$ cat config.mk
export PLATFORM = sky130hd
export DESIGN_NAME = utf8_decoder_with_replacement_flat
export DESIGN_NICKNAME = d
export VERILOG_FILES = /design/src/rtl/utf8d_pkg.sv /design/src/rtl/utf8d_ifs.sv /design/src/rtl/utf8d_front.sv /design/src/rtl/utf8d_queue.sv /design/src/rtl/utf8d_back.sv /design/src/rtl/utf8_decoder_with_replacement.sv /design/src/flat_wrapper.sv
export SDC_FILE = /design/constraint.sdc
export NUM_CORES = 1
export LEC_CHECK = 0
export BUFFER_PORTS_ARGS = -buffer_cell sky130_fd_sc_hd__buf_2
export CORE_UTILIZATION = 30
export CTS_BUF_LIST = sky130_fd_sc_hd__clkbuf_8
export DETAILED_ROUTE_END_ITERATION = 8
export PLACE_DENSITY_LB_ADDON = 0.08
export RECOVER_POWER = 100
export SLEW_MARGIN = 20
export SYNTH_ARGS = -nofsm -noshare
export SYNTH_HDL_FRONTEND = slang
export SYNTH_SLANG_ARGS = --single-unit
$ cat constraint.sdc
create_clock -name i_clk -period 3.17 [get_ports i_clk]
set_input_delay 0.634 -clock i_clk [delete_from_list [all_inputs] [get_ports i_clk]]
set_output_delay 0.634 -clock i_clk [all_outputs]
set_load 0.1 [all_outputs]
$ cat src/rtl/utf8d_pkg.sv
// ----------------------------------------------------------------------------
// utf8d_pkg
// Types and constants shared by the UTF-8 decoder modules.
// ----------------------------------------------------------------------------
`default_nettype none

package utf8d_pkg;

    localparam int unsigned UTF8D_CPW     = 21;
    localparam int unsigned UTF8D_PAW     = 3;
    localparam int unsigned UTF8D_PDW     = 32;
    localparam int unsigned UTF8D_QDEPTH  = 4;
    localparam int unsigned UTF8D_QAW     = $clog2(UTF8D_QDEPTH);

    localparam logic [UTF8D_CPW-1:0] UTF8D_REPL_RST = 21'h00FFFD;

    // register index, taken from paddr[2]
    localparam logic REG_REPLACEMENT = 1'b0;

    // byte class worked out by the front end
    typedef enum logic [3:0] {
        CLS_ASCII,
        CLS_CONT,
        CLS_C0C1,
        CLS_LEAD2,
        CLS_E0,
        CLS_ED,
        CLS_LEAD3,
        CLS_F0,
        CLS_LEAD4,
        CLS_F4,
        CLS_F5F7,
        CLS_F8FB,
        CLS_FCFD,
        CLS_FEFF,
        CLS_EOS
    } t_cls;

    typedef struct packed {
        t_cls       cls;
        logic [7:0] data_byte;
    } t_qent;

    typedef enum logic [3:0] {
        MODE_START = 4'd0,
        MODE_ERR1  = 4'd1,
        MODE_ERR2  = 4'd2,
        MODE_ERR3  = 4'd3,
        MODE_ERR4  = 4'd4,
        MODE_ERR5  = 4'd5,
        MODE_APP1  = 4'd6,
        MODE_APP2  = 4'd7,
        MODE_APP3  = 4'd8,
        MODE_E0    = 4'd9,
        MODE_ED    = 4'd10,
        MODE_F0    = 4'd11,
        MODE_F4    = 4'd12
    } t_mode;

endpackage

`default_nettype wire

$ cat src/rtl/utf8d_ifs.sv
// ----------------------------------------------------------------------------
// utf8d_ifs
// Valid/ready channels: raw byte items in, code point items out.
// ----------------------------------------------------------------------------
`default_nettype none

interface utf8d_byte_if;
    logic       valid;
    logic       ready;
    logic [7:0] data_byte;
    logic       end_of_stream;

    modport source (output valid, output data_byte, output end_of_stream, input ready);
    modport sink   (input valid, input data_byte, input end_of_stream, output ready);
endinterface

interface utf8d_cp_if;
    logic        valid;
    logic        ready;
    logic [20:0] code_point;
    logic        is_error;
    logic        last_of_run;

    modport source (output valid, output code_point, output is_error, output last_of_run,
                    input ready);
    modport sink   (input valid, input code_point, input is_error, input last_of_run,
                    output ready);
endinterface

`default_nettype wire

$ cat src/rtl/utf8d_front.sv
// ----------------------------------------------------------------------------
// utf8d_front
// Accepts byte items and tags each with its UTF-8 byte class.
// ----------------------------------------------------------------------------
`default_nettype none

module utf8d_front (
    utf8d_byte_if.sink          i_byte_if,
    input  wire logic           i_q_ready,
    output logic                o_q_push,
    output utf8d_pkg::t_qent    o_q_ent
);
    import utf8d_pkg::*;

    t_cls w_cls;

    always_comb begin
        case (i_byte_if.data_byte) inside
            [8'h00:8'h7F]: w_cls = CLS_ASCII;
            [8'h80:8'hBF]: w_cls = CLS_CONT;
            [8'hC0:8'hC1]: w_cls = CLS_C0C1;
            [8'hC2:8'hDF]: w_cls = CLS_LEAD2;
            8'hE0:         w_cls = CLS_E0;
            8'hED:         w_cls = CLS_ED;
            [8'hE1:8'hEF]: w_cls = CLS_LEAD3;
            8'hF0:         w_cls = CLS_F0;
            [8'hF1:8'hF3]: w_cls = CLS_LEAD4;
            8'hF4:         w_cls = CLS_F4;
            [8'hF5:8'hF7]: w_cls = CLS_F5F7;
            [8'hF8:8'hFB]: w_cls = CLS_F8FB;
            [8'hFC:8'hFD]: w_cls = CLS_FCFD;
            default:       w_cls = CLS_FEFF;
        endcase
        if (i_byte_if.end_of_stream) begin
            w_cls = CLS_EOS;
        end
    end

    assign i_byte_if.ready   = i_q_ready;
    assign o_q_push          = i_byte_if.valid && i_q_ready;
    assign o_q_ent.cls       = w_cls;
    assign o_q_ent.data_byte = i_byte_if.data_byte;

endmodule

`default_nettype wire

$ cat src/rtl/utf8d_queue.sv
// ----------------------------------------------------------------------------
// utf8d_queue
// Short FIFO of classified items between the front end and the decoder.
// ----------------------------------------------------------------------------
`default_nettype none

module utf8d_queue (
    input  wire logic               i_clk,
    input  wire logic               i_rst_n,
    input  wire logic               i_push,
    input  wire utf8d_pkg::t_qent   i_ent,
    output logic                    o_ready,
    input  wire logic               i_pop,
    output logic                    o_valid,
    output utf8d_pkg::t_qent        o_ent
);
    import utf8d_pkg::*;

    t_qent                 r_mem [UTF8D_QDEPTH];
    logic [UTF8D_QAW-1:0]  r_wr_ptr;
    logic [UTF8D_QAW-1:0]  r_rd_ptr;
    logic [UTF8D_QAW:0]    r_count;

    logic w_push;
    logic w_pop;

    assign o_ready = (r_count != (UTF8D_QAW+1)'(UTF8D_QDEPTH));
    assign o_valid = (r_count != '0);
    assign o_ent   = r_mem[r_rd_ptr];
    assign w_push  = i_push && o_ready;
    assign w_pop   = i_pop && o_valid;

    always_ff @(posedge i_clk) begin
        if (w_push) begin
            r_mem[r_wr_ptr] <= i_ent;
        end
    end

    always_ff @(posedge i_clk) begin
        if (!i_rst_n) begin
            r_wr_ptr <= '0;
            r_rd_ptr <= '0;
            r_count  <= '0;
        end else begin
            if (w_push) begin
                r_wr_ptr <= r_wr_ptr + 1'b1;
            end
            if (w_pop) begin
                r_rd_ptr <= r_rd_ptr + 1'b1;
            end
            case ({w_push, w_pop})
                2'b10:   r_count <= r_count + 1'b1;
                2'b01:   r_count <= r_count - 1'b1;
                default: r_count <= r_count;
            endcase
        end
    end

endmodule

`default_nettype wire

$ cat src/rtl/utf8d_back.sv
// ----------------------------------------------------------------------------
// utf8d_back
// Decode state machine: takes classified items, gathers code point bits and
// produces up to two results per item through an output register and a
// one-entry hold stage.
// ----------------------------------------------------------------------------
`default_nettype none

module utf8d_back (
    input  wire logic                               i_clk,
    input  wire logic                               i_rst_n,
    input  wire logic [utf8d_pkg::UTF8D_CPW-1:0]    i_repl,
    input  wire logic                               i_q_valid,
    input  wire utf8d_pkg::t_qent                   i_q_ent,
    output logic                                    o_q_pop,
    utf8d_cp_if.source                              o_cp_if
);
    import utf8d_pkg::*;

    t_mode                r_mode,  n_mode;
    logic [UTF8D_CPW-1:0] r_pv,    n_pv;

    logic                 r_out_vld;
    logic [UTF8D_CPW-1:0] r_out_cp;
    logic                 r_out_err;
    logic                 r_out_last;
    logic                 r_hold_vld;
    logic [UTF8D_CPW-1:0] r_hold_cp;
    logic                 r_hold_err;

    logic                 w_out_free;
    logic                 w_active;
    logic [UTF8D_CPW-1:0] w_added;
    logic [7:0]           w_b;
    t_cls                 w_cls;

    // result slots of the item being popped
    logic                 w_r0_vld, w_r0_err;
    logic [UTF8D_CPW-1:0] w_r0_cp;
    logic                 w_r1_vld, w_r1_err;
    logic [UTF8D_CPW-1:0] w_r1_cp;

    // lead-byte decode
    logic                 w_l_emit, w_l_err, w_l_pv_ld;
    logic [UTF8D_CPW-1:0] w_l_pv;
    t_mode                w_l_mode;

    assign w_b        = i_q_ent.data_byte;
    assign w_cls      = i_q_ent.cls;
    assign w_out_free = !r_out_vld || o_cp_if.ready;
    assign o_q_pop    = i_q_valid && !r_hold_vld && w_out_free;
    assign w_added    = {r_pv[UTF8D_CPW-7:0], w_b[5:0]};

    always_comb begin
        case (r_mode)
            MODE_ERR1, MODE_ERR2, MODE_ERR3, MODE_ERR4, MODE_ERR5,
            MODE_APP1, MODE_APP2, MODE_APP3,
            MODE_E0, MODE_ED, MODE_F0, MODE_F4: w_active = 1'b1;
            default:                            w_active = 1'b0;
        endcase
    end

    always_comb begin
        w_l_emit  = 1'b0;
        w_l_err   = 1'b0;
        w_l_pv_ld = 1'b0;
        w_l_pv    = '0;
        w_l_mode  = MODE_START;
        case (w_cls)
            CLS_ASCII: w_l_emit = 1'b1;
            CLS_CONT, CLS_FEFF: begin
                w_l_emit = 1'b1;
                w_l_err  = 1'b1;
            end
            CLS_C0C1:  w_l_mode = MODE_ERR1;
            CLS_LEAD2: begin
                w_l_pv_ld = 1'b1;
                w_l_pv    = {16'd0, w_b[4:0]};
                w_l_mode  = MODE_APP1;
            end
            CLS_E0: begin
                w_l_pv_ld = 1'b1;
                w_l_mode  = MODE_E0;
            end
            CLS_ED: begin
                w_l_pv_ld = 1'b1;
                w_l_pv    = 21'h00000D;
                w_l_mode  = MODE_ED;
            end
            CLS_LEAD3: begin
                w_l_pv_ld = 1'b1;
                w_l_pv    = {17'd0, w_b[3:0]};
                w_l_mode  = MODE_APP2;
            end
            CLS_F0: begin
                w_l_pv_ld = 1'b1;
                w_l_mode  = MODE_F0;
            end
            CLS_LEAD4: begin
                w_l_pv_ld = 1'b1;
                w_l_pv    = {19'd0, w_b[1:0]};
                w_l_mode  = MODE_APP3;
            end
            CLS_F4: begin
                w_l_pv_ld = 1'b1;
                w_l_pv    = 21'h000004;
                w_l_mode  = MODE_F4;
            end
            CLS_F5F7:  w_l_mode = MODE_ERR3;
            CLS_F8FB:  w_l_mode = MODE_ERR4;
            CLS_FCFD:  w_l_mode = MODE_ERR5;
            default:   w_l_mode = MODE_START;
        endcase
    end

    always_comb begin
        n_mode   = r_mode;
        n_pv     = r_pv;
        w_r0_vld = 1'b0;
        w_r0_err = 1'b0;
        w_r0_cp  = i_repl;
        w_r1_vld = 1'b0;
        w_r1_err = 1'b0;
        w_r1_cp  = i_repl;
        if (o_q_pop) begin
            if (w_cls == CLS_EOS) begin
                w_r0_vld = w_active;
                w_r0_err = 1'b1;
                n_mode   = MODE_START;
            end else if (!w_active) begin
                w_r0_vld = w_l_emit;
                w_r0_err = w_l_err;
                w_r0_cp  = w_l_err ? i_repl : {13'd0, w_b};
                n_mode   = w_l_mode;
                if (w_l_pv_ld) begin
                    n_pv = w_l_pv;
                end
            end else if (w_cls == CLS_CONT) begin
                case (r_mode)
                    MODE_ERR1: begin
                        w_r0_vld = 1'b1;
                        w_r0_err = 1'b1;
                        n_mode   = MODE_START;
                    end
                    MODE_ERR2: n_mode = MODE_ERR1;
                    MODE_ERR3: n_mode = MODE_ERR2;
                    MODE_ERR4: n_mode = MODE_ERR3;
                    MODE_ERR5: n_mode = MODE_ERR4;
                    MODE_APP1: begin
                        n_pv     = w_added;
                        w_r0_vld = 1'b1;
                        w_r0_cp  = w_added;
                        n_mode   = MODE_START;
                    end
                    MODE_APP2: begin
                        n_pv   = w_added;
                        n_mode = MODE_APP1;
                    end
                    MODE_APP3: begin
                        n_pv   = w_added;
                        n_mode = MODE_APP2;
                    end
                    MODE_E0: begin
                        if (w_b <= 8'h9F) begin
                            n_mode = MODE_ERR1;
                        end else begin
                            n_pv   = w_added;
                            n_mode = MODE_APP1;
                        end
                    end
                    MODE_ED: begin
                        if (w_b <= 8'h9F) begin
                            n_pv   = w_added;
                            n_mode = MODE_APP1;
                        end else begin
                            n_mode = MODE_ERR1;
                        end
                    end
                    MODE_F0: begin
                        if (w_b <= 8'h8F) begin
                            n_mode = MODE_ERR2;
                        end else begin
                            n_pv   = w_added;
                            n_mode = MODE_APP2;
                        end
                    end
                    MODE_F4: begin
                        if (w_b <= 8'h8F) begin
                            n_pv   = w_added;
                            n_mode = MODE_APP2;
                        end else begin
                            n_mode = MODE_ERR2;
                        end
                    end
                    default: n_mode = MODE_START;
                endcase
            end else begin
                // sequence cut short: replace, then decode the byte afresh
                w_r0_vld = 1'b1;
                w_r0_err = 1'b1;
                w_r1_vld = w_l_emit;
                w_r1_err = w_l_err;
                w_r1_cp  = w_l_err ? i_repl : {13'd0, w_b};
                n_mode   = w_l_mode;
                if (w_l_pv_ld) begin
                    n_pv = w_l_pv;
                end
            end
        end
    end

    always_ff @(posedge i_clk) begin
        if (!i_rst_n) begin
            r_mode     <= MODE_START;
            r_pv       <= '0;
            r_out_vld  <= 1'b0;
            r_hold_vld <= 1'b0;
        end else begin
            r_mode <= n_mode;
            r_pv   <= n_pv;
            if (w_out_free) begin
                if (r_hold_vld) begin
                    r_out_vld  <= 1'b1;
                    r_hold_vld <= 1'b0;
                end else begin
                    r_out_vld  <= w_r0_vld;
                    r_hold_vld <= w_r0_vld && w_r1_vld;
                end
            end
        end
    end

    always_ff @(posedge i_clk) begin
        if (w_out_free) begin
            if (r_hold_vld) begin
                r_out_cp   <= r_hold_cp;
                r_out_err  <= r_hold_err;
                r_out_last <= 1'b1;
            end else begin
                r_out_cp   <= w_r0_cp;
                r_out_err  <= w_r0_err;
                r_out_last <= !w_r1_vld;
                r_hold_cp  <= w_r1_cp;
                r_hold_err <= w_r1_err;
            end
        end
    end

    assign o_cp_if.valid       = r_out_vld;
    assign o_cp_if.code_point  = r_out_cp;
    assign o_cp_if.is_error    = r_out_err;
    assign o_cp_if.last_of_run = r_out_last;

endmodule

`default_nettype wire

$ cat src/rtl/utf8_decoder_with_replacement.sv
// ----------------------------------------------------------------------------
// utf8_decoder_with_replacement
// UTF-8 byte stream to Unicode code points, malformed input replaced.
// ----------------------------------------------------------------------------
// One byte item (or end-of-stream item) is taken per cycle while the queue
// has room. A front end classifies each byte and pushes it into a four-entry
// queue; the decoder behind it pops one item per cycle unless its hold stage
// is full or the output is stalled, and drives a registered output with a
// one-entry hold stage, so the output side may stall without blocking input
// until the queue fills. Most items give one or no result; an item that ends
// a broken sequence and is then decoded afresh gives two results and holds
// the decoder until the second result has moved from the hold stage to the
// output register. The replacement code point sits at byte address 0 of the
// APB port (reset 0xFFFD) and must only be written while the block is idle.
// ----------------------------------------------------------------------------
`default_nettype none

module utf8_decoder_with_replacement (
    input  wire logic                               i_clk,
    input  wire logic                               i_rst_n,
    utf8d_byte_if.sink                              i_byte_if,
    utf8d_cp_if.source                              o_cp_if,
    input  wire logic                               psel,
    input  wire logic                               penable,
    input  wire logic                               pwrite,
    input  wire logic [utf8d_pkg::UTF8D_PAW-1:0]    paddr,
    input  wire logic [utf8d_pkg::UTF8D_PDW-1:0]    pwdata,
    output logic      [utf8d_pkg::UTF8D_PDW-1:0]    prdata,
    output logic                                    pready
);
    import utf8d_pkg::*;

    logic [UTF8D_CPW-1:0] r_repl;
    logic                 w_q_push;
    t_qent                w_push_ent;
    logic                 w_q_ready;
    logic                 w_q_pop;
    logic                 w_q_valid;
    t_qent                w_pop_ent;
    logic                 w_reg_sel;

    assign pready    = 1'b1;
    assign w_reg_sel = (paddr[2] == REG_REPLACEMENT);
    assign prdata    = w_reg_sel ? {{(UTF8D_PDW-UTF8D_CPW){1'b0}}, r_repl} : '0;

    always_ff @(posedge i_clk) begin
        if (!i_rst_n) begin
            r_repl <= UTF8D_REPL_RST;
        end else if (psel && penable && pwrite && pready && w_reg_sel) begin
            r_repl <= pwdata[UTF8D_CPW-1:0];
        end
    end

    utf8d_front u_front (
        .i_byte_if (i_byte_if),
        .i_q_ready (w_q_ready),
        .o_q_push  (w_q_push),
        .o_q_ent   (w_push_ent)
    );

    utf8d_queue u_queue (
        .i_clk   (i_clk),
        .i_rst_n (i_rst_n),
        .i_push  (w_q_push),
        .i_ent   (w_push_ent),
        .o_ready (w_q_ready),
        .i_pop   (w_q_pop),
        .o_valid (w_q_valid),
        .o_ent   (w_pop_ent)
    );

    utf8d_back u_back (
        .i_clk     (i_clk),
        .i_rst_n   (i_rst_n),
        .i_repl    (r_repl),
        .i_q_valid (w_q_valid),
        .i_q_ent   (w_pop_ent),
        .o_q_pop   (w_q_pop),
        .o_cp_if   (o_cp_if)
    );

endmodule

`default_nettype wire

$ cat src/flat_wrapper.sv
// flat-port wrapper written by rule: the top's interface ports become plain ports
module utf8_decoder_with_replacement_flat import utf8d_pkg::*;
  (i_clk, i_rst_n, psel, penable, pwrite, paddr, pwdata, prdata, pready, i_byte_if_valid, i_byte_if_data_byte, i_byte_if_end_of_stream, i_byte_if_ready, o_cp_if_valid, o_cp_if_code_point, o_cp_if_is_error, o_cp_if_last_of_run, o_cp_if_ready);
  utf8d_byte_if i_byte_if_i ();
  utf8d_cp_if o_cp_if_i ();
  input  wire logic i_clk;
  input  wire logic i_rst_n;
  input  wire logic psel;
  input  wire logic penable;
  input  wire logic pwrite;
  input  wire logic [utf8d_pkg::UTF8D_PAW-1:0] paddr;
  input  wire logic [utf8d_pkg::UTF8D_PDW-1:0] pwdata;
  output logic      [utf8d_pkg::UTF8D_PDW-1:0] prdata;
  output logic pready;
  input wire logic [$bits(i_byte_if_i.valid)-1:0] i_byte_if_valid;
  input wire logic [$bits(i_byte_if_i.data_byte)-1:0] i_byte_if_data_byte;
  input wire logic [$bits(i_byte_if_i.end_of_stream)-1:0] i_byte_if_end_of_stream;
  output wire logic [$bits(i_byte_if_i.ready)-1:0] i_byte_if_ready;
  output wire logic [$bits(o_cp_if_i.valid)-1:0] o_cp_if_valid;
  output wire logic [$bits(o_cp_if_i.code_point)-1:0] o_cp_if_code_point;
  output wire logic [$bits(o_cp_if_i.is_error)-1:0] o_cp_if_is_error;
  output wire logic [$bits(o_cp_if_i.last_of_run)-1:0] o_cp_if_last_of_run;
  input wire logic [$bits(o_cp_if_i.ready)-1:0] o_cp_if_ready;
  assign i_byte_if_i.valid = i_byte_if_valid;
  assign i_byte_if_i.data_byte = i_byte_if_data_byte;
  assign i_byte_if_i.end_of_stream = i_byte_if_end_of_stream;
  assign i_byte_if_ready = i_byte_if_i.ready;
  assign o_cp_if_valid = o_cp_if_i.valid;
  assign o_cp_if_code_point = o_cp_if_i.code_point;
  assign o_cp_if_is_error = o_cp_if_i.is_error;
  assign o_cp_if_last_of_run = o_cp_if_i.last_of_run;
  assign o_cp_if_i.ready = o_cp_if_ready;
  utf8_decoder_with_replacement u_core (.i_clk(i_clk), .i_rst_n(i_rst_n), .i_byte_if(i_byte_if_i), .o_cp_if(o_cp_if_i), .psel(psel), .penable(penable), .pwrite(pwrite), .paddr(paddr), .pwdata(pwdata), .prdata(prdata), .pready(pready));
endmodule
== After elaboration in Yosys (flattened, before gate mapping) ==
Memory sizes are Yosys's and may differ from the RTL's. A register that Yosys moved wholly into a read port is not among the register bits.
Index checks and enable logic that the tools add are counted.
Storage, ports and cells
  flip-flop bits (word level): 100
  bits in latches: 0
  RAM bits: 48
  ROM bits: 16
  input port bits: 51
  output and inout port bits: 58
  logic and storage cells: 186
  memories: 2
Cells by class
  add/subtract/negate cells: 4
  $mul: 0
  div/mod/pow operators: 0
  magnitude comparators: 20
  equal/unequal tests: 38
  shift operators: 0
  multiplexer cells: 71
  bitwise operators: 5
  reductions and logical operators: 33
Memories
  u_core.u_queue.r_mem: words 4, bits a word 12, rd ports 1, clocked after memory_dff 1, write ports 1, line utf8d_queue.sv:19  | t_qent r_mem [UTF8D_QDEPTH];
  (no name shown): words 16, bits a word 1, rd ports 1, clocked after memory_dff 1, write ports 0, line utf8d_back.sv:55  | case (r_mode)
Operator list (count)
  $mux W21: 19
  $pmux W21 S5: 1
  $le A8 B8 Y1 const B: 10
  $ge A8 B8 Y1 const B: 8
  $mux W4: 14
  $eq A4 B4 Y1 const B: 12
  $pmux W4 S11: 1
  $eq A4 B3 Y1 const B: 8
  $eq A8 B8 Y1 const B: 4
  $pmux W3 S10: 1
  $pmux W5 S5: 1
  $mux W3: 8
  $mux W1: 23
  $logic_and A1 B1 Y1: 18
  $eq A4 B2 Y1 const B: 4
  $ne A4 B4 Y1 const B: 4
  $eq A4 B1 Y1 const B: 2
  $ge A8 B1 Y1 const B: 1
  $le A8 B7 Y1 const B: 1
  $ne A7 B3 Y1 const B: 1
  $reduce_and A7 Y1: 1
  $reduce_or A7 Y1: 1
  $pmux W3 S2: 1
  $reduce_or A3 Y1: 2
  16 further kinds: 25

== Logic depth before layout (Yosys ltp) ==
Gate-level depths: netlist of run 1.
  word-level depth: 16
  gate-level depth with buffers: 11
  mapped depth without buffers: 10

== Hierarchy ==
Synthesis of run 1 repeated with hierarchy kept, for this count alone.
Unflattened totals
  cells, all modules: 613
  area total of the unflattened synthesis: 7263.2 sq um
By module, submodules not included
  utf8d_back: instances 1, cells each 335, area an instance 3597.2 sq um, sequential area each 1791.7 sq um
  utf8d_queue: instances 1, cells each 114, area an instance 2230.9 sq um, sequential area each 1621.6 sq um
  utf8_decoder_with_replacement: instances 1, cells each 129, area an instance 1178.6 sq um, sequential area each 420.4 sq um
  utf8d_front: instances 1, cells each 35, area an instance 256.5 sq um, sequential area each 0.0 sq um

== Worst setup path after synthesis of run 1 ==
Ideal clock, no wire load.
  path kind: register -> register
  from: register u_core.u_back.r_out_vld, in the netlist u_core.u_back.o_cp_if.valid
  to: register u_core.u_queue.r_count[2]
  setup time: 70 ps
  arrival time: 3040 ps
  data required time: 3100 ps
  path slack: 61 ps
  cell stages (with the launch flop): 12
  buffers on the path: 2
  clock period less this slack: 3109 ps
  cells stage by stage: dfxtp_1 > nor2b_1 > or3_2 > buf_2 > inv_1 > clkbuf_8 > ha_1 > inv_1 > fa_1 > xor2_1 > or3_1 > a21oi_1
On the way
  word-level cells in the longest chain between the ends: 6
  elaborated cells on any way between the ends: 8
  classes of those cells: eq/ne: 2; mux: 1; reduce/logical: 5
RTL lines
  start: declaration: line utf8d_back.sv:23  | logic r_out_vld;
  start signal: assignment: line utf8d_back.sv:226  | r_out_vld <= w_r0_vld;
  $logic_not A1 Y1 *: line utf8d_back.sv:50  | assign w_out_free = !r_out_vld || o_cp_if.ready;
  $logic_or A1 B1 Y1 *: line utf8d_back.sv:50
  $logic_and A1 B1 Y1 *: line utf8d_back.sv:51  | assign o_q_pop = i_q_valid && !r_hold_vld && w_out_free;
  $logic_and A1 B1 Y1 *: line utf8d_queue.sv:31  | assign w_pop = i_pop && o_valid;
  named net u_core.u_queue.w_pop: line utf8d_queue.sv:25  | logic w_pop;
  $eq A2 B1 Y1 or $eq A2 B2 Y1 (tied branches): line utf8d_queue.sv:51  | case ({w_push, w_pop})
  $pmux W3 S2 or $reduce_bool A2 Y1 (tied branches)
  end signal: assignment: line utf8d_queue.sv:52  | 2'b10: r_count <= r_count + 1'b1;
  end signal: assignment: line utf8d_queue.sv:53  | 2'b01: r_count <= r_count - 1'b1;
  end signal: assignment: line utf8d_queue.sv:54  | default: r_count <= r_count;
  end: declaration: line utf8d_queue.sv:22  | logic [UTF8D_QAW:0] r_count;
Mark *: on every way through the listed nets, which the timed path passes. The rest lies on a longest branch.
A chain may end at the register's enable or synchronous reset.

== Final worst setup path of run 1 ==
  from: register u_core.u_back.r_out_vld, in the netlist u_core.u_back.o_cp_if.valid
  to: register u_core.u_back.r_hold_cp[7] (data pin)
On the way
  word-level cells in the longest chain between the ends: 4
RTL lines
  $logic_not A1 Y1: line utf8d_back.sv:50
  $logic_or A1 B1 Y1: line utf8d_back.sv:50
  $logic_and A1 B1 Y1: line utf8d_back.sv:51
  $mux W21: line utf8d_back.sv:125  | if (o_q_pop) begin
  named net u_core.u_back.w_r1_cp[7]: line utf8d_back.sv:41  | logic [UTF8D_CPW-1:0] w_r1_cp;
  end signal: assignment: line utf8d_back.sv:243  | r_hold_cp <= w_r1_cp;
  end: declaration: line utf8d_back.sv:28  | logic [UTF8D_CPW-1:0] r_hold_cp;
The timed path passes the listed nets, and every way through them passes these cells.

==> results.cfg, run 1 <==
[cts]
cts_made_buffers = 17
cts-resized-gates = 0
hold_buffers = 0
root_buffer = clkbuf_8
clkTransAtPathRegs_ns = 0.09
clock_path_buffers = 2
htreeDepth = 4
clk_latency_ns = 0.45
cts_setup_buffers = 0
cts_sinks = 145
cts_tree = built

[critical_path]
setup.worst_path.start_class = register
critPathMaxFanout = 11
cp-endpoint = u_core.u_back.r_hold_cp[7]$_DFFE_PP_
required_ns = 3.37
end_kind = register
reg2reg_depth = 8
critPathArrivalTime_ns = 3.14
startpoint = u_core.u_back.o_cp_if.valid$_SDFFE_PN0N_
r2r-end = u_core.u_back.r_hold_cp[7]$_DFFE_PP_
path_class = register to register
reg2reg_slack_ns = 0.23
reg2reg_from = u_core.u_back.o_cp_if.valid$_SDFFE_PN0N_

[power_and_ir_drop]
power.total_mw = 7.87
vdd_drop_max_mv = 0.269
p_leak_nw = 2.97
power_per_cell_area_nw_per_um2 = 951

[global_route]
antenna_found_initial = 0
grt_pass1_wl_mm = 29.2
grt_max_degree = 47
grt_pass1_vias = 5115
grtUsageTotal_pct = 15.9
grt_overflow = 0

[synthesis]
post-synth-top-area-cell = edfxtp_1
synth-edff-count = 93
synth_warnings = 0
ys_top_cells_by_count = nand2_1, edfxtp_1, dfxtp_1
netlist.area_leader.share_pct = 39.2
yosysUniqueCellTypes = 77
synth_top_flop_cell = edfxtp_1
synthArstFlopShare_pct = 0
synth_area_leaders = edfxtp_1, dfxtp_1, nand2_1, nor2b_1, mux4_1
yosysSeqAreaShare_pct = 53.7
synth-seq-cells = 145
syn-instance-count = 654
yosysMostFrequentCell = nand2_1
syn-mean-instance-area_um2 = 10.9
syn-cell-area_um2 = 7130

[routing]
dr.pass1.iters = 4
detail_route.vias_per_cell = 4.91
routed_wl_mm = 18.6
route.vias.total = 5286
wl_per_cell_um = 17.3
drcViolationCount = 0
drt_iter0_markers = 260
ant_nets = 0

[die]
dieArea_um2 = 24400
core-area_um2 = 23400
fp.dieH_um = 156
row_count = 56
start_util_pct = 30.5
ioPinCount = 109
fp.dieW_um = 156

[timing]
rsz0062_at_grt = no
fmax_mhz = 340
worst_pin_slew_ns = 1.19
slew_viol_final = 0
hold_viol_final = 0
slew_headroom_pct = 20.8
period_needed_ns = 2.94
holdWs_ns = 0.385
setup_viol = 0
tns_ns = 0
fin_crit_sh_pct = 92.7
skew_ns = 0.0124

[layout]
nets = 802
nFillCells = 2381
drive_gt1_share_pct = 18.2
area_growth_syn_to_layout_pct = 16.0
antenna_cells_inserted = 0

[flow_run]
maxCapViolations = 0

[placed_design]
io_buffers = 83
dp_hpwl_mm = 13.1
routabilityCongestion = 0.822

[hold_path]
hp-class = input pin to register

[outcome]
outcome = finished clean
[layout by cell type, fill, tap and decap left out, drive strengths merged, types with 3 or more instances in the layout]
cell type,count
nand2,100
edfxtp,93
clkbuf,79
buf,56
dfxtp,52
nor2b,38
nand3,38
a21oi,35
o21ai,35
nor2,27
inv,18
a22oi,15
mux2i,12
o211ai,12
conb,12
mux4,12
mux2,11
o22ai,7
nor3,6
nand2b,6
and3,6
ha,5
bufinv,5
xnor2,4
nor3b,4
xor2,4
o31ai,4
clkinv,4
o211a,3
o2111ai,3
a211oi,3
or3,3
[registers in the layout, summed over array words and instances, names as in the netlist, named ones only]
| signal | flops |
|---|---|
| u_core.u_back.o_cp_if.last_of_run | 1 |
| u_core.u_back.r_hold_err | 1 |
| u_core.r_repl | 21 |
| u_core.u_back.o_cp_if.code_point | 21 |
| u_core.u_back.o_cp_if.is_error | 1 |
| u_core.u_queue.r_wr_ptr | 2 |
| u_core.u_back.r_hold_vld | 1 |
| u_core.u_queue.r_count | 3 |
| u_core.u_back.r_hold_cp | 21 |
| u_core.u_back.o_cp_if.valid | 1 |
| u_core.u_back.w_active | 1 |
| u_core.u_back.r_mode | 4 |
| u_core.u_back.r_pv | 15 |
| u_core.u_queue.r_rd_ptr | 2 |
| u_core.u_queue.r_mem | 48 |
[area by class of cell]
class / instances / area, um2 / share of cell area (%)
clock buffers: 17 / 234 / 2.83
clock inverters: 15 / 205 / 2.48
inverters: 13 / 48.8 / 0.589
multi-input cells: 450 / 2950 / 35.6
flip-flops and latches: 145 / 3830 / 46.3
well taps: 319 / 399 / 4.82
repair buffers: 118 / 612 / 7.39
[worst max-delay path, cell delays in order, from the launching register on]
cell	delay [ns]
dfxtp_1	0.34
nor2b_1	0.19
or3_2	0.47
inv_1	0.21
clkbuf_1	0.46
nand2_1	0.19
a221oi_1	0.26
buf_4	0.24
mux2_2	0.35
[kinds of logic after synthesis]
group,count (synthesis),share of synthesized area [%]
compound gates,147,14.1
xor+xnor,8,0.982
fa+ha+maj,7,1.30
buf+inv,69,5.53
flops,145,53.7
mux,35,7.63
other cells,2,0.105
simple gates,241,16.6
[through the flow]
step           worst slack (ns)  instance area, um2  instances  util, %
3_5_place_dp             0.0616                7910       1045     33.8
2_1_floorplan            0.0606                7170        664        -
5_1_grt                  0.0401                8280       1077     35.4
4_1_cts                   0.149                8350       1077     35.7
3_3_place_gp              0.115                7910       1045     33.8
6_report                  0.231                8280       1077     35.4
[worst min-delay path by stage]
stage,startpoint,endpoint,slack [ns],depth (start not counted)
2_1_floorplan,u_core.u_back.r_pv[3]$_SDFFE_PN0P_,u_core.u_back.r_pv[3]$_SDFFE_PN0P_,0.45,2
3_3_place_gp,u_core.u_queue.r_count[2]$_SDFFE_PN0P_,u_core.u_queue.r_count[2]$_SDFFE_PN0P_,0.48,2
3_5_place_dp,u_core.r_repl[19]$_SDFFE_PN0P_,u_core.r_repl[19]$_SDFFE_PN0P_,0.48,2
4_1_cts,pwdata[13],u_core.r_repl[13]$_SDFFE_PN1P_,0.35,3
5_1_grt,pwdata[12],u_core.r_repl[12]$_SDFFE_PN1P_,0.37,3
6_report,pwdata[13],u_core.r_repl[13]$_SDFFE_PN1P_,0.38,3
[layer usage]
metal  vias to the layer above  track usage, %  share of wire [%]
met1                      2575            20.5                 47
met3                        15            3.53                4.4
met4                         0            4.30                1.1
met5                         -               0                  0
met2                       132            26.7                 48
li1                       2564               -                  -
[power breakdown]
group	switching (mW)	leakage (nW)	internal (mW)	total (mW)
Clock	0.707	0.235	0.924	1.63
Sequential	0.207	1.30	2.46	2.67
Combinational	2.54	1.43	1.04	3.57
Power figures use the tool's default switching activity.
==> run 2, diff against run 1 <==
--- a/config.mk
+++ b/config.mk
@@ -8,6 +8,7 @@
 export BUFFER_PORTS_ARGS = -buffer_cell sky130_fd_sc_hd__buf_2
 export CORE_UTILIZATION = 30
 export CTS_BUF_LIST = sky130_fd_sc_hd__clkbuf_8
+export CTS_CLUSTER_DIAMETER = 100
 export DETAILED_ROUTE_END_ITERATION = 8
 export PLACE_DENSITY_LB_ADDON = 0.08
 export RECOVER_POWER = 100
==> constraint.sdc (replaced) <==
create_clock -name i_clk -period 3.6 [get_ports i_clk]
set_input_delay 0.72 -clock i_clk [delete_from_list [all_inputs] [get_ports i_clk]]
set_output_delay 0.72 -clock i_clk [all_outputs]
set_load 0.1 [all_outputs]
==> results.cfg, run 2 (synthesis results as in run 1) <==
[layout]
fin_util_pct = 34.5
drive_gt1_share_pct = 14.0
layout_commonest_cell = nand2_1
largest_reg_flops = 48
ff_latch_area_um2 = 3830
nets = 789
layout_common_cells = nand2_1, edfxtp_1, clkbuf_1, dfxtp_1
area_growth_syn_to_layout_pct = 13.1
nFillCells = 2438
stdcell_area_um2 = 8070
largest_register = u_core.u_queue.r_mem
multiInputGateArea_um2 = 2940
antenna_cells_inserted = 0

[die]
ioPinCount = 109
fp.dieH_um = 156
fp.dieW_um = 156
row_count = 56
dieArea_um2 = 24400
core-area_um2 = 23400
start_util_pct = 30.5

[power_and_ir_drop]
comb_power_share_pct = 45.8
p_leak_nw = 2.79
p_sw_share_pct = 46.1
power_per_cell_area_nw_per_um2 = 816
vdd_drop_max_mv = 0.239
p_clk_share_pct = 17.9
p_int_mw = 3.55
seqPwrFrac_pct = 36.3
switchingPower_mw = 3.03

[timing]
fmax_mhz = 307
skew_ns = 0.0127
hold_viol_final = 0
slew_viol_final = 0
setup_viol = 0
worst_slack_ns = 0.343
tns_ns = 0
slew_headroom_pct = 20.3
fin_crit_sh_pct = 90.5
rsz0062_at_grt = no
period_needed_ns = 3.26
worst_pin_slew_ns = 1.20

[routing]
routed_wl_mm = 18.8
detail_route.vias_per_cell = 4.94
ant_nets = 0
route.vias.total = 5256
drcViolationCount = 0
dr.pass1.iters = 5
drt_iter0_markers = 249
wl_per_cell_um = 17.6

[flow_run]
maxCapViolations = 0

[placed_design]
io_buffers = 83
dp_hpwl_mm = 13.2
dpl-instance-area_um2 = 7810
routabilityCongestion = 0.799
pre_cts_ws_ns = 0.234

[critical_path]
crit_family = multiplexers
critPathMaxFanout = 20
end_kind = register
required_ns = 3.79
cp_cell_sequence = mux4_2, nand2b_1, a21oi_1, a221oi_1, buf_4, clkbuf_1, nor2b_1
path_class = register to register
path_buf_inv = 2
critical_path.max_stage_delay_ns = 0.81
critPathArrivalTime_ns = 3.45
setup.worst_path.start_class = register
cp_slowest_cell = mux4_2

[cts]
cts_sinks = 145
clkTransAtPathRegs_ns = 0.09
cts-resized-gates = 0
clk_latency_ns = 0.46
hold_buffers = 0
cts_tree = built
cts_made_buffers = 17
clock_path_buffers = 2
cts_setup_buffers = 0
htreeDepth = 4
root_buffer = clkbuf_8

[outcome]
outcome = finished clean

[global_route]
grtUsageTotal_pct = 16.3
antenna_found_initial = 0
grt_overflow = 0
grt_pass1_vias = 5253
grt_pass1_wl_mm = 29.6
grt_max_degree = 47

[hold_path]
hp-class = input pin to register
## run 2: path summary, 6_finish.rpt
| check | startpoint | endpoint | slack (ns) | cells past startpoint |
|---|---|---|---|---|
| hold reg to reg | u_core.r_repl[17]$_SDFFE_PN0P_ | u_core.r_repl[17]$_SDFFE_PN0P_ | 0.50 | 2 |
| setup reg to reg | register | u_core.u_back.r_hold_cp[17]$_DFFE_PP_ | 0.34 | 7 |
| setup / recovery | register | u_core.u_back.r_hold_cp[17]$_DFFE_PP_ | 0.34 | 7 |
| hold / removal | pwdata[13] | u_core.r_repl[13]$_SDFFE_PN1P_ | 0.47 | 3 |
## run 2: stage by stage
stage,cells,hold slack [ns],power (mW)
final,1064,0.471,6.58
after detailed placement,1032,0.483,5.50
after floorplan,664,0.448,4.81
after global routing,1064,0.443,6.99
after global placement,1032,0.483,5.47
after CTS,1064,0.437,6.70
## run 2: power by group through the flow
stage               clock network, mW  logic, mW  registers [mW]
floorplan                           0       1.90            2.91
global placement                    0       3.05            2.42
detailed placement                  0       3.07            2.42
CTS                              1.23       3.09            2.38
global route                     1.29       3.27            2.43
finish                           1.18       3.01            2.39
## run 2: final cells by class
class | instances | area share [%]
clock buffer | 17 | 2.90
clock inverter | 15 | 1.52
inverter | 13 | 0.605
multi-input combinational | 450 | 36.4
sequential | 145 | 47.5
tap | 319 | 4.95
timing repair buffer | 105 | 6.11
## run 2: worst reg2reg max path: cells and delay by family (launching register included)
kind | cells | cell delay (ns)
flip-flops | 1 | 0.64
AND/OR/NAND/NOR | 2 | 0.35
AO/OA/AOI/OAI | 2 | 0.50
buffers and inverters | 2 | 0.70
multiplexers | 1 | 0.81
## run 2: routing by layer
metal | GRT usage, % | wire, um | up-vias | share of wire, %
li1 | - | - | 2533 | -
met1 | 20.7 | 8740 | 2577 | 47
met2 | 26.8 | 8920 | 123 | 48
met3 | 3.72 | 753 | 23 | 4.0
met4 | 5.98 | 360 | 0 | 1.9
met5 | 0 | 0 | - | 0
==> run 3, diff against run 2 <==
--- a/config.mk
+++ b/config.mk
@@ -5,7 +5,10 @@
 export SDC_FILE = /design/constraint.sdc
 export NUM_CORES = 1
 export LEC_CHECK = 0
+export ABC_AREA = 1
 export BUFFER_PORTS_ARGS = -buffer_cell sky130_fd_sc_hd__buf_2
+export CELL_PAD_IN_SITES_DETAIL_PLACEMENT = 0
+export CELL_PAD_IN_SITES_GLOBAL_PLACEMENT = 2
 export CORE_UTILIZATION = 30
 export CTS_BUF_LIST = sky130_fd_sc_hd__clkbuf_8
 export CTS_CLUSTER_DIAMETER = 100
==> results.cfg, run 3 <==
[outcome]
outcome = finished, violations left
violations = capacitance limit, slew limit

[flow_run]
maxCapViolations = 1

[synthesis]
syn-instance-count = 819
synth_warnings = 0
synthArstFlopShare_pct = 0
netlist.area_leader.share_pct = 39.7
synth-edff-count = 93
synth_top_flop_cell = edfxtp_1
post-synth-top-area-cell = edfxtp_1
synth-seq-cells = 145
syn-mean-instance-area_um2 = 8.58
yosysMostFrequentCell = nand2_1
syn-cell-area_um2 = 7030
yosysSeqAreaShare_pct = 54.5
synth_area_leaders = edfxtp_1, dfxtp_1, nand2_1, nor2_1, inv_1
yosysUniqueCellTypes = 43
ys_top_cells_by_count = nand2_1, nor2_1, inv_1

[power_and_ir_drop]
p_leak_nw = 3.20
vdd_drop_max_mv = 0.332
power_per_cell_area_nw_per_um2 = 878

[layout]
nets = 960
stdcell_area_um2 = 7990
stdcell_count = 1229
largest_reg_flops = 48
layout_common_cells = nand2_1, nor2_1, inv_1, edfxtp_1, clkbuf_1
largest_register = u_core.u_queue.r_mem
antenna_cells_inserted = 0
drive_gt1_share_pct = 9.39
layout_commonest_cell = nand2_1
fin_util_pct = 35.1
area_growth_syn_to_layout_pct = 13.6

[routing]
wl_per_cell_um = 15.8
route.vias.total = 5645
drt_iter0_markers = 384
dr.pass1.iters = 5
ant_nets = 0
drcViolationCount = 0
detail_route.vias_per_cell = 4.59
routed_wl_mm = 19.4

[cts]
cts-resized-gates = 0
clkTransAtPathRegs_ns = 0.08
clock_path_buffers = 2
root_buffer = clkbuf_8
hold_buffers = 0
cts_tree = built
cts_made_buffers = 17
htreeDepth = 4
cts_sinks = 145
cts_setup_buffers = 0
clk_latency_ns = 0.45

[global_route]
grtUsageTotal_pct = 16.9
grt_overflow = 0
antenna_found_initial = 0
grt_max_degree = 32
grt_pass1_vias = 5537
grt_pass1_wl_mm = 30.4

[critical_path]
end_kind = register
critPathArrivalTime_ns = 3.28
critPathMaxFanout = 24
reg2reg_depth = 11
path_class = register to register
r2r-end = u_core.u_back.o_cp_if.code_point[9]$_DFFE_PN_
reg2reg_slack_ns = 0.50
required_ns = 3.78
setup.worst_path.start_class = register

[placed_design]
routabilityCongestion = 0.760
dp_hpwl_mm = 14.0
pre_cts_ws_ns = 0.653
dpl-instance-area_um2 = 7720
place_inst = 1197
io_buffers = 83

[timing]
rsz0062_at_grt = no
worst_slack_ns = 0.499
skew_ns = 0.0139
slew_headroom_pct = -0.658
tns_ns = 0
slew_viol_final = 24
worst_pin_slew_ns = 1.51
setup_viol = 0
fmax_mhz = 322
hold_viol_final = 0
period_needed_ns = 3.10
fin_crit_sh_pct = 86.1

[die]
ioPinCount = 109
dieArea_um2 = 24100
fp.dieH_um = 155
row_count = 55
start_util_pct = 30.9
fp.dieW_um = 155
core-area_um2 = 22800

[hold_path]
hp-class = register to register
min_to = u_core.u_back.r_pv[4]$_SDFFE_PN0P_
holdPathStages = 2
worstHoldStart = u_core.u_back.r_pv[4]$_SDFFE_PN0P_
[run 3: cell types whose count changed after synthesis, sizes merged, moves of 14 or more]
cell / previous run / this run
nor2: 27 / 105
inv: 13 / 97
nor2b: 38 / 0
a21oi: 35 / 58
o21ai: 35 / 52
clkbuf: 35 / 17
nand2: 100 / 198
a22oi: 15 / 1
[run 3: area by class of cell]
class | instances | area (um2)
repair buffers | 99 | 430
clock inverters | 13 | 135
multi-input cells | 541 | 2560
flip-flops and latches | 145 | 3830
clock buffers | 19 | 262
inverters | 99 | 374
well taps | 313 | 392
fillers | 2445 | 14800
[run 3: metal layers]
metal | GRT usage [%] | part of all wire, % | vias to the layer above
met5 | 0 | 0 | -
met4 | 5.33 | 0.96 | 0
met3 | 2.76 | 2.8 | 14
met2 | 27.4 | 47 | 91
met1 | 22.9 | 49 | 2676
li1 | - | - | 2864
[run 3: stage by stage]
stage	power (mW)	hold WS, ns
finish	7.01	0.467
global route	7.53	0.467
floorplan	5.12	0.436
detailed placement	5.89	0.455
global placement	5.87	0.451
CTS	7.21	0.451
[run 3: how the worst max path moves through the flow]
stage / cells past startpoint / to / start / slack [ns]
after floorplan: 13 / u_core.u_queue.r_count[2]$_SDFFE_PN0P_ / u_core.u_back.o_cp_if.valid$_SDFFE_PN0N_ / 0.37
after global placement: 12 / u_core.u_back.r_hold_cp[0]$_DFFE_PP_ / o_cp_if_ready / 0.65
after detailed placement: 12 / u_core.u_back.r_hold_cp[1]$_DFFE_PP_ / o_cp_if_ready / 0.65
after CTS: 14 / u_core.u_back.r_hold_cp[0]$_DFFE_PP_ / register / 0.77
after global routing: 13 / u_core.u_back.o_cp_if.code_point[4]$_DFFE_PN_ / register / 0.24
final: 11 / u_core.u_back.o_cp_if.code_point[9]$_DFFE_PN_ / register / 0.50
[run 3: cell families (layout without fill, tap and decap cells)]
logic type                 count (synthesis)  count (layout)  share of synthesized area, %
other                                      2              12                         0.107
adders and majority gates                  6               6                          1.17
buffers and inverters                    143             230                          9.22
DFF                                      145             145                          54.5
and+or+nand+nor                          369             369                          22.1
AOI/OAI and AO/OA                        154             154                          12.8
[run 3: critical path, cell delays in order, from the launching register on]
cell,delay (ns)
dfxtp_1,0.40
buf_4,0.30
nand2_1,0.09
nand3_1,0.09
nand2_1,0.15
nor2_1,0.25
inv_1,0.11
o21ai_0,0.28
clkbuf_1,0.54
nor2_1,0.15
a21oi_1,0.35
a21oi_1,0.12
[run 3: power breakdown]
| group | internal (mW) | switching [mW] | leakage [nW] |
|---|---|---|---|
| Sequential | 2.21 | 0.175 | 1.31 |
| Combinational | 0.699 | 2.63 | 1.69 |
| Clock | 0.653 | 0.649 | 0.204 |
